`config.mk`:
```
export PLATFORM = sky130hd
export DESIGN_NAME = lrf_counters
export DESIGN_NICKNAME = d
export VERILOG_FILES = /design/src/rtl/lrf_pkg.sv /design/src/rtl/lrf_counters.sv
export VERILOG_INCLUDE_DIRS = /design/src /design/src/rtl
export SDC_FILE = /design/constraint.sdc
export NUM_CORES = 1
export LEC_CHECK = 0
export BUFFER_PORTS_ARGS = -buffer_cell sky130_fd_sc_hd__buf_4
export CAP_MARGIN = 20
export CORE_UTILIZATION = 35
export DETAILED_ROUTE_END_ITERATION = 12
export GPL_TIMING_DRIVEN = 0
export MAX_ROUTING_LAYER = met4
export SLEW_MARGIN = 20
export SYNTH_ARGS = -nofsm -noshare
export SYNTH_HDL_FRONTEND = slang
export SYNTH_SLANG_ARGS = --single-unit
export TNS_END_PERCENT = 50
```
`constraint.sdc`:
```
create_clock -name clk -period 4.11 [get_ports clk]
set_input_delay 1.0275 -clock clk [delete_from_list [all_inputs] [get_ports clk]]
set_output_delay 1.0275 -clock clk [all_outputs]
set_load 0.005 [all_outputs]
```
`src/rtl/assert_macros.svh`:
```
// assertion helpers, empty when synthesised
`ifndef ASSERT_MACROS_SVH
`define ASSERT_MACROS_SVH
`ifndef SYNTHESIS
`define LRF_ASSERT(lbl, clk, rst_n, prop) \
	lbl: assert property (@(posedge clk) disable iff (!rst_n) (prop)) \
		else $error("lrf assertion failed");
`define LRF_ASSERT_IMP(lbl, clk, rst_n, pre, post) \
	lbl: assert property (@(posedge clk) disable iff (!rst_n) (pre) |-> (post)) \
		else $error("lrf assertion failed");
`define LRF_ASSERT_NEXT(lbl, clk, rst_n, pre, post) \
	lbl: assert property (@(posedge clk) disable iff (!rst_n) (pre) |=> (post)) \
		else $error("lrf assertion failed");
`else
`define LRF_ASSERT(lbl, clk, rst_n, prop)
`define LRF_ASSERT_IMP(lbl, clk, rst_n, pre, post)
`define LRF_ASSERT_NEXT(lbl, clk, rst_n, pre, post)
`endif
`endif

```
`src/rtl/lrf_pkg.sv`:
```
`timescale 1ns / 1ps
package lrf_pkg;

	localparam int COORD_WIDTH_DEF = 16;
	localparam int COUNT_WIDTH_DEF = 32;
	localparam int RADIUS_W = 15;
	localparam int ENERGY_W = 16;
	localparam int CLASS_W = 8;
	localparam int CIDX_W = 3;
	localparam int NUM_CLS = 4;
	localparam int NUM_CNT = 2 * NUM_CLS;

	localparam logic [RADIUS_W-1:0] RADIUS_RESET = 15'd1600;

	localparam logic KIND_EVENT = 1'b0;
	localparam logic KIND_COUNT = 1'b1;

	localparam logic [CLASS_W-1:0] FLAG_TRUE_A = 8'd0;
	localparam logic [CLASS_W-1:0] FLAG_TRUE_B = 8'd10;
	localparam logic [CLASS_W-1:0] FLAG_RANDOM = 8'd1;
	localparam logic [CLASS_W-1:0] FLAG_SCATTER = 8'd2;

	localparam logic [1:0] CLS_TRUE = 2'd0;
	localparam logic [1:0] CLS_RANDOM = 2'd1;
	localparam logic [1:0] CLS_SCATTER = 2'd2;
	localparam logic [1:0] CLS_OTHER = 2'd3;

	typedef struct packed {
		logic       upd;
		logic       rej;
		logic [1:0] cls;
	} cnt_ctl_t;

	function automatic logic [1:0] class_of(input logic [CLASS_W-1:0] flag);
		logic [1:0] c;
		case (flag) inside
			FLAG_TRUE_A, FLAG_TRUE_B: c = CLS_TRUE;
			FLAG_RANDOM: c = CLS_RANDOM;
			FLAG_SCATTER: c = CLS_SCATTER;
			default: c = CLS_OTHER;
		endcase
		return c;
	endfunction

endpackage

```
`src/rtl/lrf_counters.sv`:
```
`timescale 1ns / 1ps
`include "assert_macros.svh"
module lrf_counters #(
	parameter int COUNT_WIDTH = lrf_pkg::COUNT_WIDTH_DEF
) (
	input  logic                        clk,
	input  logic                        arst_n,
	input  lrf_pkg::cnt_ctl_t           ctl,
	input  logic [lrf_pkg::CIDX_W-1:0]  rd_index,
	output logic [COUNT_WIDTH-1:0]      rd_data
);
	import lrf_pkg::*;

	localparam logic [COUNT_WIDTH-1:0] CNT_MAX = '1;

	logic [COUNT_WIDTH-1:0] cnt_q [NUM_CNT];
	logic [NUM_CNT-1:0] inc;

	always_comb begin
		for (int i = 0; i < NUM_CLS; i++) begin
			inc[i] = ctl.upd && (ctl.cls == 2'(i));
			inc[i + NUM_CLS] = ctl.upd && ctl.rej && (ctl.cls == 2'(i));
		end
	end

	for (genvar g = 0; g < NUM_CNT; g++) begin : g_cnt
		always_ff @(posedge clk or negedge arst_n) begin
			if (!arst_n) begin
				cnt_q[g] <= '0;
			end else if (inc[g] && cnt_q[g] != CNT_MAX) begin
				cnt_q[g] <= cnt_q[g] + 1'b1;
			end
		end

		`LRF_ASSERT(a_mono, clk, arst_n, cnt_q[g] >= $past(cnt_q[g]))
		`LRF_ASSERT_NEXT(a_step, clk, arst_n, inc[g] && cnt_q[g] != CNT_MAX, cnt_q[g] == COUNT_WIDTH'($past(cnt_q[g]) + 1'b1))
	end

	assign rd_data = cnt_q[rd_index];

	`LRF_ASSERT_IMP(a_rej_upd, clk, arst_n, ctl.rej, ctl.upd)

endmodule

```
==> flow_summary.ini <==
[outcome]
status = finished clean

[floorplan]
dieArea_mm2 = 0.0418
num_rows = 73
die_w_um = 204
core_area_mm2 = 0.0401
ioPinCount = 41
start_util_pct = 35.8
die_h_um = 204

[grt]
grt.overflow.total = 0
grt.total_usage_pct = 21.5
grt_pass1_vias = 10800
antenna_found_initial = 2
grt_pass1_wl_um = 66300
grt_max_degree = 97

[timing]
slew_headroom_pct = 33.5
skew_ns = 0.0116
fmax_mhz = 247
post-route-min-period_ns = 4.05
min_period_over_period_pct = 98.5
finalSetupViolCount = 0
fin_hold_ws_ns = 0.490
tightest_slew_ns = 0.988
hold_viol = 0
fin_ws_ns = 0.0630
rsz0062_at_grt = no
slew_violations = 0

[synth]
syn_nets = 1313
synth_top_family_by_area = simple AND/OR/NAND/NOR gates
synth_compound_area_share_pct = 1.22
yosysSeqAreaShare_pct = 44.7
synth-main-ff-cell = dfrtp_1
yosys.area_share.simple_pct = 23.5
synth-async-reset-ratio_pct = 100
yosysWarnings = 0
synth_top_area_cell = dfrtp_1
synth_xor_area_share_pct = 14.6
synth_area_leaders = dfrtp_1, mux4_2, xnor2_1
syn_area_mm2 = 0.0143
muxShareOfSynthArea_pct = 13.5
post_synth_inst_count = 1296
ys_types = 49
synth_edf_count = 0
ys_ff_latch = 256
synth_area_per_cell_um2 = 11.1
synth_adder_area_share_pct = 0.698
synth_top_area_share_pct = 44.7

[placed_design]
io_buffers = 37
gp_congestion = 0.898
dp_slack_ns = -0.872
dpl_cell_area_mm2 = 0.0154
hpwl_um = 32200
dp_cells = 1862

[worst_setup_path]
cp-start-kind = primary input
critPathRequiredTime_ns = 3.08
arrival_ns = 3.02
crit_type = in -> out
cp_max_fo = 10
critPathCaptureType = output port

[pwr]
finalPower_uw = 6130
vdd_drop_max_uv = 226
p_per_area_mw_per_mm2 = 376
p_leak_uw = 0.00699

[clock_tree]
cts_sinks = 256
cts_root_buffer = clkbuf_16
cts_setup_buffers = 0
cts.hold.buffers_added = 0
clkTransAtPathRegs_ns = 0.06
cts_buffers = 28
htreeDepth = 1
cts_tree = yes
cts_max_path_buffers = 3
clk_latency_ns = 0.57

[routing]
route.met3.wl_um = 2910
met1_length_um = 18800
drt_wl_total_um = 42800
drc = 0
dr_wl_met2_um = 19900
first_pass_iters = 5
top_layer = met4
ant_nets = 0
drt-vias-per-instance = 5.83
avgRoutedWirePerCell_um = 22.4
drtIter0Drc = 1085
num_vias = 11200

[final_layout]
n_fill_cell = 3865
layout.nets = 1384
final_layout_size_suffix_gt1_share_pct = 16.1
largest_register_ffs = 256
layout_commonest_cell = dfrtp_1
top_register = cnt_q
final_cells = 1913
reg_top3 = cnt_q x256
area_delta_synth_final_pct = 13.8
final_cell_area_mm2 = 0.0163
mostFrequentLayoutCells = dfrtp_1, xnor2_1, nand4_1

[flow_run]
cap_violations = 0

[hold_path]
hold_path.class = in -> async
## layer usage
layer | track usage [%] | vias up
met2 | 33.0 | 404
li1 | - | 4986
met4 | 5.94 | 0
met1 | 29.8 | 5707
met5 | - | -
met3 | 2.71 | 59
## synthesized netlist by cell type, types with 2 or more instances
cell type and n:
dfrtp_1 256, xnor2_1 143, nand4_1 107, xor2_1 96, nand3_1 95, nand2_1 94
mux4_2 63, nor3_1 58, and3_1 55, nor2_1 53, mux2_2 42, nor4_1 35
and4_1 34, clkbuf_1 33, inv_1 19, or4_1 15, or3_1 9, and2_1 8
buf_1 8, ha_1 8, nand4b_1 8, nor4b_1 7, buf_2 6, a31oi_1 4
a21oi_1 3, nand3b_1 3, nor3b_1 3, a2111oi_2 2, a211oi_1 2, and3b_1 2
nor4bb_1 2, o211ai_1 2, o21ai_0 2, o31ai_1 2, or2_2 2, or4_4 2
## final cells by class
class | count | area (µm²) | share of cell area (%)
repair buffers | 41 | 373 | 2.29
well taps | 525 | 657 | 4.03
inverters | 19 | 71.3 | 0.437
diodes | 1 | 2.50 | 0.0153
clock buffers | 44 | 872 | 5.34
multi-input cells | 973 | 7680 | 47.1
clock inverters | 6 | 32.5 | 0.199
plain buffers | 48 | 220 | 1.35
flip-flops and latches | 256 | 6410 | 39.3
## worst max-delay path, stage by stage
cell	delay [ns]
clkbuf_2	0.33
clkbuf_1	0.57
mux4_2	0.63
mux2_2	0.31
buf_4	0.15
## final timing paths
check	cells after the start	slack [ns]	start	end
worst max-delay path	5	0.06	rd_index[0]	rd_data[26]
worst min-delay path	2	0.49	arst_n	cnt_q[64]$_DFFE_PN0P_
worst max register to register	7	1.07	cnt_q[128]$_DFFE_PN0P_	cnt_q[137]$_DFFE_PN0P_
worst min register to register	1	0.49	cnt_q[188]$_DFFE_PN0P_	cnt_q[188]$_DFFE_PN0P_
max in group asynchronous	4	2.46	arst_n	cnt_q[146]$_DFFE_PN0P_
min in group clk	1	0.49	cnt_q[188]$_DFFE_PN0P_	cnt_q[188]$_DFFE_PN0P_
## stage by stage
step / TNS [ns] / util, %
2_1_floorplan: 0 / -
3_3_place_gp: -67.05 / 38.1
3_5_place_dp: -24.85 / 38.4
4_1_cts: 0 / 40.7
5_1_grt: 0 / 40.7
6_report: 0 / 40.7
## kinds of logic (layout without fill, tap and decap cells)
group	Yosys count	after routing
buf+inv	67	158
other cells	0	1
fa+ha+maj	8	8
flops	256	256
mux	107	107
xor+xnor	239	239
simple gates	597	597
compound gates	22	22
## where the power goes
part	switching [µW]	leakage [µW]	internal, µW
combinational	331	0.00306	332
sequential	277	0.00348	2690
clock	1060	0.000449	1440
total	1660	0.00699	4460
## repair_timing
action,in CTS,in global routing
endpoints found under the hold margin,0,0
endpoints found under the setup margin,32,6
resized for setup,16,3
Note: power is estimated with default switching activity, not from simulation.
